### config.mk
export PLATFORM = sky130hd
export DESIGN_NAME = wall_following_pid_steering_unit_flat
export DESIGN_NICKNAME = d
export VERILOG_FILES = /design/src/design/wfps_pkg.sv /design/src/design/wfps_req_if.sv /design/src/design/wfps_rsp_if.sv /design/src/design/wfps_front.sv /design/src/design/wfps_queue.sv /design/src/design/wfps_back.sv /design/src/design/wall_following_pid_steering_unit.sv /design/src/flat_wrapper.sv
export SDC_FILE = /design/constraint.sdc
export NUM_CORES = 2
export LEC_CHECK = 0
export BUFFER_PORTS_ARGS = -buffer_cell sky130_fd_sc_hd__clkbuf_2
export CORE_ASPECT_RATIO = 0.7
export CORE_MARGIN = 2
export CORE_UTILIZATION = 54
export CTS_CLUSTER_SIZE = 10
export DETAILED_ROUTE_END_ITERATION = 16
export GPL_TIMING_DRIVEN = 0
export PLACE_DENSITY = 0.7
export SLEW_MARGIN = 5
export SYNTH_ARGS = -nofsm -noshare
export SYNTH_HDL_FRONTEND = slang
export SYNTH_SLANG_ARGS = --single-unit
### constraint.sdc
create_clock -name clock -period 10.3 [get_ports clock]
set_input_delay 1.03 -clock clock [delete_from_list [all_inputs] [get_ports clock]]
set_output_delay 1.03 -clock clock [all_outputs]
set_load 0.05 [all_outputs]
### src/design/wfps_pkg.sv
// Shared types, register codes and reset values of the wall-following steering unit.
package wfps_pkg;

   localparam int unsigned CSR_INDEX_WIDTH = 4;
   localparam int unsigned CSR_DATA_WIDTH  = 16;
   localparam int unsigned QUEUE_DEPTH     = 2;

   typedef enum logic [CSR_INDEX_WIDTH-1:0] {
      CSR_GAIN_P         = 4'd0,
      CSR_GAIN_I         = 4'd1,
      CSR_GAIN_D         = 4'd2,
      CSR_INTEGRAL_LIMIT = 4'd3,
      CSR_OUTPUT_LIMIT   = 4'd4,
      CSR_BASE_SPEED     = 4'd5,
      CSR_EDGE_THRESHOLD = 4'd6,
      CSR_END_DISTANCE   = 4'd7
   } csr_index_type;

   typedef enum logic {
      KIND_TICK  = 1'b0,
      KIND_START = 1'b1
   } kind_type;

   typedef struct packed {
      logic [15:0] gain_p;
      logic [15:0] gain_i;
      logic [15:0] gain_d;
      logic [9:0]  integral_limit;
      logic [6:0]  output_limit;
      logic [9:0]  base_speed;
      logic [11:0] edge_threshold;
      logic [12:0] end_distance;
   } cfg_type;

   localparam cfg_type CFG_RESET = '{
      gain_p:         16'd77,
      gain_i:         16'd0,
      gain_d:         16'd30720,
      integral_limit: 10'd100,
      output_limit:   7'd25,
      base_speed:     10'd500,
      edge_threshold: 12'd100,
      end_distance:   13'd80
   };

   // Status that rides along with an item through the back end.
   typedef struct packed {
      logic drive;
      logic end_now;
      logic paused;
   } meta_type;

   // One classified item as handed from the front end to the back end.
   typedef struct packed {
      meta_type           meta;
      logic signed [12:0] err;
      logic signed [10:0] error_sum;
      logic signed [13:0] deriv;
   } work_type;

endpackage

### src/design/wfps_req_if.sv
// Request channel interface: sensor tick or start command.
interface wfps_req_if;
   logic        valid;
   logic        ready;
   logic        kind;
   logic [11:0] left_ir;
   logic [11:0] right_ir;
   logic [12:0] front_distance;

   modport source (output valid, output kind, output left_ir, output right_ir,
                   output front_distance, input ready);
   modport sink   (input valid, input kind, input left_ir, input right_ir,
                   input front_distance, output ready);
endinterface

### src/design/wfps_rsp_if.sv
// Response channel interface: wheel speed command and navigation status.
interface wfps_rsp_if;
   logic               valid;
   logic               ready;
   logic               drive_valid;
   logic signed [11:0] left_speed;
   logic signed [11:0] right_speed;
   logic               corridor_end;
   logic               paused;

   modport source (output valid, output drive_valid, output left_speed,
                   output right_speed, output corridor_end, output paused,
                   input ready);
   modport sink   (input valid, input drive_valid, input left_speed,
                   input right_speed, input corridor_end, input paused,
                   output ready);
endinterface

### src/design/wfps_front.sv
// Front end: accept items, track navigation and PID memory, classify for the back end.
module wfps_front (
   input  logic               clock,
   input  logic               reset,
   input  wfps_pkg::cfg_type  cfg,
   wfps_req_if.sink           req_ch,
   input  logic               queue_full,
   output logic               push,
   output wfps_pkg::work_type push_data
);

   logic signed [10:0] error_sum_ff, error_sum_in;
   logic signed [12:0] prev_error_ff, prev_error_in;
   logic               navigating_ff, navigating_in;

   logic signed [12:0] err;
   logic signed [13:0] deriv;
   logic signed [13:0] sum_raw;
   logic signed [13:0] sum_lim;
   logic signed [10:0] sum_clamped;
   logic               end_now;
   logic               accept;
   logic               is_start;

   assign req_ch.ready = !queue_full;

   always_comb begin
      accept   = req_ch.valid && req_ch.ready;
      is_start = (req_ch.kind == wfps_pkg::KIND_START);

      err     = $signed({1'b0, req_ch.left_ir}) - $signed({1'b0, req_ch.right_ir});
      deriv   = 14'(err) - 14'(prev_error_ff);
      sum_raw = 14'(error_sum_ff) + 14'(err);
      sum_lim = $signed({4'b0000, cfg.integral_limit});

      // clamp the accumulated error symmetrically
      if (sum_raw > sum_lim) begin
         sum_clamped = 11'(sum_lim);
      end else if (sum_raw < -sum_lim) begin
         sum_clamped = 11'(-sum_lim);
      end else begin
         sum_clamped = 11'(sum_raw);
      end

      end_now = (req_ch.left_ir < cfg.edge_threshold) ||
                (req_ch.right_ir < cfg.edge_threshold) ||
                (req_ch.front_distance <= cfg.end_distance);

      error_sum_in  = error_sum_ff;
      prev_error_in = prev_error_ff;
      navigating_in = navigating_ff;

      push_data.meta.drive   = 1'b0;
      push_data.meta.end_now = 1'b0;
      push_data.meta.paused  = !navigating_ff;
      push_data.err          = err;
      push_data.error_sum    = sum_clamped;
      push_data.deriv        = deriv;

      if (is_start) begin
         push_data.meta.paused = 1'b0;
         if (accept) begin
            navigating_in = 1'b1;
         end
      end else if (navigating_ff) begin
         push_data.meta.drive   = 1'b1;
         push_data.meta.end_now = end_now;
         push_data.meta.paused  = end_now;
         if (accept) begin
            error_sum_in  = sum_clamped;
            prev_error_in = err;
            navigating_in = !end_now;
         end
      end
   end

   assign push = accept;

   always_ff @(posedge clock) begin
      if (reset) begin
         error_sum_ff  <= '0;
         prev_error_ff <= '0;
         navigating_ff <= 1'b0;
      end else begin
         error_sum_ff  <= error_sum_in;
         prev_error_ff <= prev_error_in;
         navigating_ff <= navigating_in;
      end
   end

   a_start_navigates: assert property (@(posedge clock) disable iff (reset)
      (accept && is_start) |=> navigating_ff)
      else $error("start transfer did not enable navigation");

   a_end_pauses: assert property (@(posedge clock) disable iff (reset)
      (accept && !is_start && navigating_ff && end_now) |=> !navigating_ff)
      else $error("corridor end did not pause navigation");

endmodule

### src/design/wfps_queue.sv
// Short FIFO between the front end and the back end.
module wfps_queue #(
   parameter int unsigned Depth = wfps_pkg::QUEUE_DEPTH
) (
   input  logic               clock,
   input  logic               reset,
   input  logic               push,
   input  wfps_pkg::work_type push_data,
   output logic               full,
   input  logic               pop,
   output wfps_pkg::work_type pop_data,
   output logic               empty
);

   localparam int unsigned PtrWidth   = (Depth > 1) ? $clog2(Depth) : 1;
   localparam int unsigned CountWidth = $clog2(Depth + 1);
   localparam logic [PtrWidth-1:0]   LastPtr   = PtrWidth'(Depth - 1);
   localparam logic [CountWidth-1:0] FullCount = CountWidth'(Depth);

   wfps_pkg::work_type    entries_ff [Depth];
   logic [PtrWidth-1:0]   wr_ptr_ff, wr_ptr_in;
   logic [PtrWidth-1:0]   rd_ptr_ff, rd_ptr_in;
   logic [CountWidth-1:0] count_ff, count_in;

   always_comb begin
      wr_ptr_in = wr_ptr_ff;
      rd_ptr_in = rd_ptr_ff;
      if (push) begin
         wr_ptr_in = (wr_ptr_ff == LastPtr) ? '0 : wr_ptr_ff + PtrWidth'(1);
      end
      if (pop) begin
         rd_ptr_in = (rd_ptr_ff == LastPtr) ? '0 : rd_ptr_ff + PtrWidth'(1);
      end
      unique case ({push, pop})
         2'b10:   count_in = count_ff + CountWidth'(1);
         2'b01:   count_in = count_ff - CountWidth'(1);
         default: count_in = count_ff;
      endcase
   end

   assign full     = (count_ff == FullCount);
   assign empty    = (count_ff == '0);
   assign pop_data = entries_ff[rd_ptr_ff];

   always_ff @(posedge clock) begin
      if (reset) begin
         wr_ptr_ff <= '0;
         rd_ptr_ff <= '0;
         count_ff  <= '0;
      end else begin
         wr_ptr_ff <= wr_ptr_in;
         rd_ptr_ff <= rd_ptr_in;
         count_ff  <= count_in;
      end
   end

   always_ff @(posedge clock) begin
      if (push) begin
         entries_ff[wr_ptr_ff] <= push_data;
      end
   end

   a_no_overflow: assert property (@(posedge clock) disable iff (reset)
      !(push && full))
      else $error("front end pushed into a full queue");

   a_no_underflow: assert property (@(posedge clock) disable iff (reset)
      !(pop && empty))
      else $error("back end popped an empty queue");

endmodule

### src/design/wfps_back.sv
// Back end: PID products, Q8.8 scaling, correction clamp and wheel speeds.
module wfps_back (
   input  logic               clock,
   input  logic               reset,
   input  wfps_pkg::cfg_type  cfg,
   input  logic               empty,
   input  wfps_pkg::work_type pop_data,
   output logic               pop,
   wfps_rsp_if.source         rsp_ch
);

   logic                pipe_en;

   // product stage
   logic                s1_valid_ff;
   wfps_pkg::meta_type  s1_meta_ff;
   logic signed [28:0]  prod_p_ff, prod_p_in;
   logic signed [27:0]  prod_i_ff, prod_i_in;
   logic signed [29:0]  prod_d_ff, prod_d_in;

   // sum stage
   logic                s2_valid_ff;
   wfps_pkg::meta_type  s2_meta_ff;
   logic signed [30:0]  acc_ff, acc_in;

   // scale and clamp stage
   logic                s3_valid_ff;
   wfps_pkg::meta_type  s3_meta_ff;
   logic signed [7:0]   corr_ff, corr_in;
   logic signed [30:0]  biased;
   logic signed [22:0]  quot;
   logic signed [22:0]  out_lim;

   // output register
   logic                rsp_valid_ff;
   logic                rsp_drive_ff;
   logic signed [11:0]  rsp_left_ff, rsp_left_in;
   logic signed [11:0]  rsp_right_ff, rsp_right_in;
   logic                rsp_end_ff;
   logic                rsp_paused_ff;

   always_comb begin
      // advance the whole back end unless a result is held at the output
      pipe_en = !rsp_valid_ff || rsp_ch.ready;
      pop     = pipe_en && !empty;

      prod_p_in = $signed({1'b0, cfg.gain_p}) * pop_data.err;
      prod_i_in = $signed({1'b0, cfg.gain_i}) * pop_data.error_sum;
      prod_d_in = $signed({1'b0, cfg.gain_d}) * pop_data.deriv;

      acc_in = 31'(prod_p_ff) + 31'(prod_i_ff) + 31'(prod_d_ff);

      // divide by 256 rounding toward zero
      biased  = acc_ff + (acc_ff[30] ? 31'sd255 : 31'sd0);
      quot    = $signed(biased[30:8]);
      out_lim = $signed({16'b0, cfg.output_limit});
      if (quot > out_lim) begin
         corr_in = 8'(out_lim);
      end else if (quot < -out_lim) begin
         corr_in = 8'(-out_lim);
      end else begin
         corr_in = 8'(quot);
      end

      if (s3_meta_ff.drive) begin
         rsp_left_in  = $signed({2'b00, cfg.base_speed}) + 12'(corr_ff);
         rsp_right_in = $signed({2'b00, cfg.base_speed}) - 12'(corr_ff);
      end else begin
         rsp_left_in  = '0;
         rsp_right_in = '0;
      end
   end

   always_ff @(posedge clock) begin
      if (reset) begin
         s1_valid_ff  <= 1'b0;
         s2_valid_ff  <= 1'b0;
         s3_valid_ff  <= 1'b0;
         rsp_valid_ff <= 1'b0;
      end else if (pipe_en) begin
         s1_valid_ff  <= !empty;
         s2_valid_ff  <= s1_valid_ff;
         s3_valid_ff  <= s2_valid_ff;
         rsp_valid_ff <= s3_valid_ff;
      end
   end

   always_ff @(posedge clock) begin
      if (pipe_en) begin
         s1_meta_ff    <= pop_data.meta;
         prod_p_ff     <= prod_p_in;
         prod_i_ff     <= prod_i_in;
         prod_d_ff     <= prod_d_in;
         s2_meta_ff    <= s1_meta_ff;
         acc_ff        <= acc_in;
         s3_meta_ff    <= s2_meta_ff;
         corr_ff       <= corr_in;
         rsp_drive_ff  <= s3_meta_ff.drive;
         rsp_left_ff   <= rsp_left_in;
         rsp_right_ff  <= rsp_right_in;
         rsp_end_ff    <= s3_meta_ff.end_now;
         rsp_paused_ff <= s3_meta_ff.paused;
      end
   end

   assign rsp_ch.valid        = rsp_valid_ff;
   assign rsp_ch.drive_valid  = rsp_drive_ff;
   assign rsp_ch.left_speed   = rsp_left_ff;
   assign rsp_ch.right_speed  = rsp_right_ff;
   assign rsp_ch.corridor_end = rsp_end_ff;
   assign rsp_ch.paused       = rsp_paused_ff;

   a_idle_fields_zero: assert property (@(posedge clock) disable iff (reset)
      (rsp_valid_ff && !rsp_drive_ff) |->
         (rsp_left_ff == '0 && rsp_right_ff == '0 && !rsp_end_ff))
      else $error("non-drive result carries speeds or end flag");

   a_end_implies_drive_pause: assert property (@(posedge clock) disable iff (reset)
      (rsp_valid_ff && rsp_end_ff) |-> (rsp_drive_ff && rsp_paused_ff))
      else $error("corridor end without drive and pause");

endmodule

### src/design/wall_following_pid_steering_unit.sv
// Top level of the wall-following PID steering unit.
//
// Corridor-centring steering controller. A start transfer (kind = 1) arms
// navigation and clears the end condition; the PID memory (clamped error sum
// and previous error) is kept across starts. Each tick transfer (kind = 0)
// while navigating forms error = left_ir - right_ir, updates the integral
// clamped to +/- integral_limit, takes the derivative against the last error,
// and computes (gain_p*e + gain_i*sum + gain_d*de) in Q8.8, scaled down by 256
// toward zero and clamped to +/- output_limit. Wheel speeds are base_speed
// plus and minus that correction. A side reading below edge_threshold or a
// front distance at or below end_distance flags corridor_end; that tick still
// drives and navigation pauses after it. Every request produces exactly one
// response; start and paused ticks report drive_valid = 0 with zero speeds.
// Throughput is one transfer per clock while no response is held. The
// transfer edge itself updates the PID memory and writes the two-entry queue,
// then the item passes the back end's product, sum, scale/clamp and output
// registers in that order. A held response
// freezes the whole back end; the front end keeps accepting until the queue
// fills. Registers are written through the csr port (index 0..7 in
// the order gain_p, gain_i, gain_d, integral_limit, output_limit, base_speed,
// edge_threshold, end_distance; other indexes are dropped) and must only be
// written while no request is in flight.
module wall_following_pid_steering_unit #(
   parameter int unsigned QueueDepth = wfps_pkg::QUEUE_DEPTH
) (
   input  logic                                clock,
   input  logic                                reset,
   wfps_req_if.sink                            req_ch,
   wfps_rsp_if.source                          rsp_ch,
   input  logic                                csr_write_enable,
   input  logic [wfps_pkg::CSR_INDEX_WIDTH-1:0] csr_index,
   input  logic [wfps_pkg::CSR_DATA_WIDTH-1:0]  csr_write_data
);

   wfps_pkg::cfg_type  cfg_ff, cfg_in;

   logic               push;
   wfps_pkg::work_type push_data;
   logic               queue_full;
   logic               pop;
   wfps_pkg::work_type pop_data;
   logic               queue_empty;

   // Register file: each write lands in one field, truncated to its width.
   always_comb begin
      cfg_in = cfg_ff;
      if (csr_write_enable) begin
         unique case (wfps_pkg::csr_index_type'(csr_index))
            wfps_pkg::CSR_GAIN_P:         cfg_in.gain_p         = csr_write_data;
            wfps_pkg::CSR_GAIN_I:         cfg_in.gain_i         = csr_write_data;
            wfps_pkg::CSR_GAIN_D:         cfg_in.gain_d         = csr_write_data;
            wfps_pkg::CSR_INTEGRAL_LIMIT: cfg_in.integral_limit = csr_write_data[9:0];
            wfps_pkg::CSR_OUTPUT_LIMIT:   cfg_in.output_limit   = csr_write_data[6:0];
            wfps_pkg::CSR_BASE_SPEED:     cfg_in.base_speed     = csr_write_data[9:0];
            wfps_pkg::CSR_EDGE_THRESHOLD: cfg_in.edge_threshold = csr_write_data[11:0];
            wfps_pkg::CSR_END_DISTANCE:   cfg_in.end_distance   = csr_write_data[12:0];
            default: begin
               // drop writes to unmapped indexes
               cfg_in = cfg_ff;
            end
         endcase
      end
   end

   always_ff @(posedge clock) begin
      if (reset) begin
         cfg_ff <= wfps_pkg::CFG_RESET;
      end else begin
         cfg_ff <= cfg_in;
      end
   end

   // Front end: accept, update PID memory and navigation state, classify.
   wfps_front u_front (
      .clock      (clock),
      .reset      (reset),
      .cfg        (cfg_ff),
      .req_ch     (req_ch),
      .queue_full (queue_full),
      .push       (push),
      .push_data  (push_data)
   );

   // Decouple the two halves so each can stall on its own.
   wfps_queue #(
      .Depth (QueueDepth)
   ) u_queue (
      .clock     (clock),
      .reset     (reset),
      .push      (push),
      .push_data (push_data),
      .full      (queue_full),
      .pop       (pop),
      .pop_data  (pop_data),
      .empty     (queue_empty)
   );

   // Back end: multiply, scale, clamp and form wheel speeds.
   wfps_back u_back (
      .clock    (clock),
      .reset    (reset),
      .cfg      (cfg_ff),
      .empty    (queue_empty),
      .pop_data (pop_data),
      .pop      (pop),
      .rsp_ch   (rsp_ch)
   );

endmodule
### src/flat_wrapper.sv
// flat-port wrapper written by rule: the top's interface ports become plain ports
module wall_following_pid_steering_unit_flat 
#(
   parameter int unsigned QueueDepth = wfps_pkg::QUEUE_DEPTH
)
  (clock, reset, csr_write_enable, csr_index, csr_write_data, req_ch_valid, req_ch_kind, req_ch_left_ir, req_ch_right_ir, req_ch_front_distance, req_ch_ready, rsp_ch_valid, rsp_ch_drive_valid, rsp_ch_left_speed, rsp_ch_right_speed, rsp_ch_corridor_end, rsp_ch_paused, rsp_ch_ready);
  wfps_req_if req_ch_i ();
  wfps_rsp_if rsp_ch_i ();
  input  logic clock;
  input  logic reset;
  input  logic csr_write_enable;
  input  logic [wfps_pkg::CSR_INDEX_WIDTH-1:0] csr_index;
  input  logic [wfps_pkg::CSR_DATA_WIDTH-1:0] csr_write_data;
  input wire logic [$bits(req_ch_i.valid)-1:0] req_ch_valid;
  input wire logic [$bits(req_ch_i.kind)-1:0] req_ch_kind;
  input wire logic [$bits(req_ch_i.left_ir)-1:0] req_ch_left_ir;
  input wire logic [$bits(req_ch_i.right_ir)-1:0] req_ch_right_ir;
  input wire logic [$bits(req_ch_i.front_distance)-1:0] req_ch_front_distance;
  output wire logic [$bits(req_ch_i.ready)-1:0] req_ch_ready;
  output wire logic [$bits(rsp_ch_i.valid)-1:0] rsp_ch_valid;
  output wire logic [$bits(rsp_ch_i.drive_valid)-1:0] rsp_ch_drive_valid;
  output wire logic [$bits(rsp_ch_i.left_speed)-1:0] rsp_ch_left_speed;
  output wire logic [$bits(rsp_ch_i.right_speed)-1:0] rsp_ch_right_speed;
  output wire logic [$bits(rsp_ch_i.corridor_end)-1:0] rsp_ch_corridor_end;
  output wire logic [$bits(rsp_ch_i.paused)-1:0] rsp_ch_paused;
  input wire logic [$bits(rsp_ch_i.ready)-1:0] rsp_ch_ready;
  assign req_ch_i.valid = req_ch_valid;
  assign req_ch_i.kind = req_ch_kind;
  assign req_ch_i.left_ir = req_ch_left_ir;
  assign req_ch_i.right_ir = req_ch_right_ir;
  assign req_ch_i.front_distance = req_ch_front_distance;
  assign req_ch_ready = req_ch_i.ready;
  assign rsp_ch_valid = rsp_ch_i.valid;
  assign rsp_ch_drive_valid = rsp_ch_i.drive_valid;
  assign rsp_ch_left_speed = rsp_ch_i.left_speed;
  assign rsp_ch_right_speed = rsp_ch_i.right_speed;
  assign rsp_ch_corridor_end = rsp_ch_i.corridor_end;
  assign rsp_ch_paused = rsp_ch_i.paused;
  assign rsp_ch_i.ready = rsp_ch_ready;
  wall_following_pid_steering_unit #(.QueueDepth(QueueDepth)) u_core (.clock(clock), .reset(reset), .req_ch(req_ch_i), .rsp_ch(rsp_ch_i), .csr_write_enable(csr_write_enable), .csr_index(csr_index), .csr_write_data(csr_write_data));
endmodule
==> summary.md <==
| Metric | Value |
|---|---|
| Remaining global-route overflow | `0` |
| Routed wire length | `~110 mm` |
| Clk pin slew, worst setup/hold paths | `0.06 ns` |
| Top-area cell type share of the netlist area | `23.6%` |
| Setup ws final | `0.794 ns` |
| CTS Buffer Depth | `3` |
| Clock skew | `roughly 0.077 ns` |
| Post-CTS Hold Buffers | `0` |
| Remaining antenna violation count | `0` |
| CTS HTree Levels | `2` |
| Port Buffers | `82` |
| Final nets | `~5.4k` |
| Seq/Total Area, Yosys | `24.4%` |
| Setup CP Type | `flip-flop to flip-flop` |
| Root Driver | `clkbuf_16` |
| Post-CTS setup buffers | `0` |
| Vias in the first global route | `29.6k` |
| Mapped Nets | `about 5.2k` |
| FP Rows | `84` |
| Global-route wire length before repair | `between 150 and 200 mm` |
| Ys flop type | `edfxtp_1` |
| Final Hold Viols | `0` |
| Final Wtd Congestion | `0.930` |
| Core ar. | `75000 um^2` |
| Most frequent cell after synthesis | `inv_1` |
| Max Cap Viol | `0` |
| Total GRT Usage | `27.7%` |
| Util after Layout | `58.7%` |
| Yosys Warn Count | `0` |
| Antenna violations before repair | `3` |
| Latest clock arrival within the worst-skew pair | `0.64 ns` |
| Hpwl dp | `between 80 and 90 mm` |
| DR vias/cell | `between 5 and 6` |
| Die Span Y | `234 um` |
| Worst-path fanout max | `10` |
| Inst Count DP | `5306` |
| Post-synthesis cell type count | `82` |
| Synth Area per Inst | `around 9.7 um^2` |
| Pre-antenna DRT Iters | `6` |
| EDFF count, synth | `between 200 and 250` |
| Drt drc | `0` |
| Mapped Area | `40900 um^2` |
| Status | `complete, no violations` |
| Chip width | `333 um` |
| Min Tclk post-route | `approximately 9.5 ns` |
| DP Worst Slack | `-0.00658 ns` |
| DIE AREA | `slightly below 80000 um^2` |
| Asr flop ratio synth | `0%` |
| CTS tree | `built` |
| Final setup violation count | `0` |
| Area Overhead vs Synth | `7.65%` |
| Element type at the critical path start | `flip-flop` |
| Fmax | `105 MHz` |
| Top cells by area, synth | `fa_1 24%, edfxtp_1 18%, ha_1 14%` |
| Synth Register Bits | `377` |
| Synth area leader | `fa_1` |
| Final period utilization | `92.3%` |
| Fillers | `6537` |
| DR iter-0 viols | `around 2.3k` |
| Req. time, crit path | `10.59 ns` |
| Via count | `29.8k` |
| Non-Filler Instances | `5385` |
| Initial Util | `54.5%` |
| Max_slew headroom | `5.21%` |
| Worst slew pin tran | `1.42 ns` |
| Clock Sinks | `377` |
| Unrepaired setup endpoints after global routing | `no` |
| Hold Crit Class | `flip-flop to flip-flop` |
| Slew Viols, Final | `0` |
| Critical Path Sink Type | `flip-flop` |
| Mapped Cells | `4231` |
| Ports | `92` |
| Worst Path Arrival | `9.80 ns` |
| Avg WL per Cell | `19.5 um` |
| CTS Buf Count | `45` |
| Synth top cells by count | `665 x inv_1, 482 x fa_1, 479 x nand2_1, 473 x ha_1, 243 x edfxtp_1` |
| Largest net degree at the start of global routing | `68` |
| Share of layout cells above drive strength 1 | `between 5 and 6%` |
==> critical path, stage by stage (launching register included) <==
cell and delay, ns:
dfxtp_1 0.30, clkbuf_1 0.36, clkbuf_2 0.43, clkbuf_2 0.42
mux2i_1 0.61, clkbuf_1 0.56, nor2b_1 0.13, ha_1 0.31
inv_1 0.05, fa_1 0.53, inv_1 0.05, fa_1 0.49
inv_1 0.05, fa_1 0.54, inv_1 0.05, fa_1 0.49
inv_1 0.06, fa_1 0.51, inv_1 0.05, ha_1 0.35
a211oi_1 0.38, a21boi_0 0.29, o21ai_0 0.27, a221oi_1 0.58
o31ai_1 0.18, o41ai_1 0.69, nand3_1 0.19, o311ai_2 0.22
==> layout by cell type (no fill, tap or decap), types with 86 or more instances in the layout <==
cell | synthesis | layout
dfxtp_1 | 134 | 134
clkbuf_1 | 138 | 162
a21oi_1 | 185 | 185
xnor2_1 | 132 | 132
nor2_1 | 192 | 191
ha_1 | 473 | 473
fa_1 | 482 | 482
o21ai_0 | 86 | 86
and2_1 | 159 | 159
nand2_1 | 479 | 479
nor2b_1 | 178 | 178
edfxtp_1 | 243 | 243
inv_1 | 665 | 665
==> state kept, by name (all words and copies together), names as in the netlist, 12 cells and up, named ones only <==
register                         cells
u_core.cfg_ff                      100
u_core.u_back.acc_ff                31
u_core.u_back.prod_d_ff             30
u_core.u_back.prod_i_ff             28
u_core.u_back.prod_p_ff             29
u_core.u_back.rsp_ch.left_speed     12
u_core.u_front.prev_error_ff        13
u_core.u_queue.entries_ff           82
==> final timing paths <==
path | start | end | slack, ns | cells past startpoint
worst max register to register | flip-flop | u_core.u_back.prod_d_ff[28] | 0.79 | 27
worst min-delay path | u_core.u_back.s3_meta_ff[1] | u_core.u_back.rsp_ch.corridor_end | 0.42 | 0
worst max-delay path | flip-flop | u_core.u_back.prod_d_ff[28] | 0.79 | 27
worst min register to register | u_core.u_back.s3_meta_ff[1] | u_core.u_back.rsp_ch.corridor_end | 0.42 | 0
==> final cells by class <==
cell class                 count  area, um^2  area share, %
sequential                   377        9980           22.7
buffer                       150         584           1.33
antenna                        2        5.00         0.0114
clock buffer                  72        1250           2.83
timing repair buffer          86         513           1.16
inverter                     665        2500           5.67
clock inverter                 5        97.6          0.222
multi-input combinational   3039       27900           63.3
tap                          989        1240           2.81
==> kinds of logic after synthesis <==
logic type | Yosys count | synth area share (%)
AO/OA/AOI/OAI | 533 | 8.44
XOR/XNOR | 174 | 3.72
adder cells (fa/ha/maj) | 955 | 38.0
buffers and inverters | 815 | 7.51
flip-flops | 377 | 24.4
multiplexers | 104 | 2.64
AND/OR/NAND/NOR | 1273 | 15.3
==> routing by layer <==
layer,up-vias,routed length [um],GRT usage (%)
met4,0,2170,6.24
met2,1115,43400,41.2
met5,-,0,0
met3,130,11300,7.71
li1,14100,-,-
met1,14500,48300,40.2
==> through the flow <==
step	cell area [um^2]	hold WS (ns)	setup TNS, ns
final	44100	0.421	0
after global placement	42600	0.401	-0.316
after detailed placement	42700	0.405	-0.00658
after floorplan	40900	0.400	0
after global routing	44000	0.423	0
after CTS	44000	0.416	0
==> what timing repair did <==
item / CTS / global route
gates cloned: 0 / 0
setup endpoints to repair: 1 / 2
pin swaps: 0 / 0
gates resized for setup: 1 / 5
Power is not shown: default switching activity piles up to over one toggle a cycle in this logic, so the estimate is an artifact.
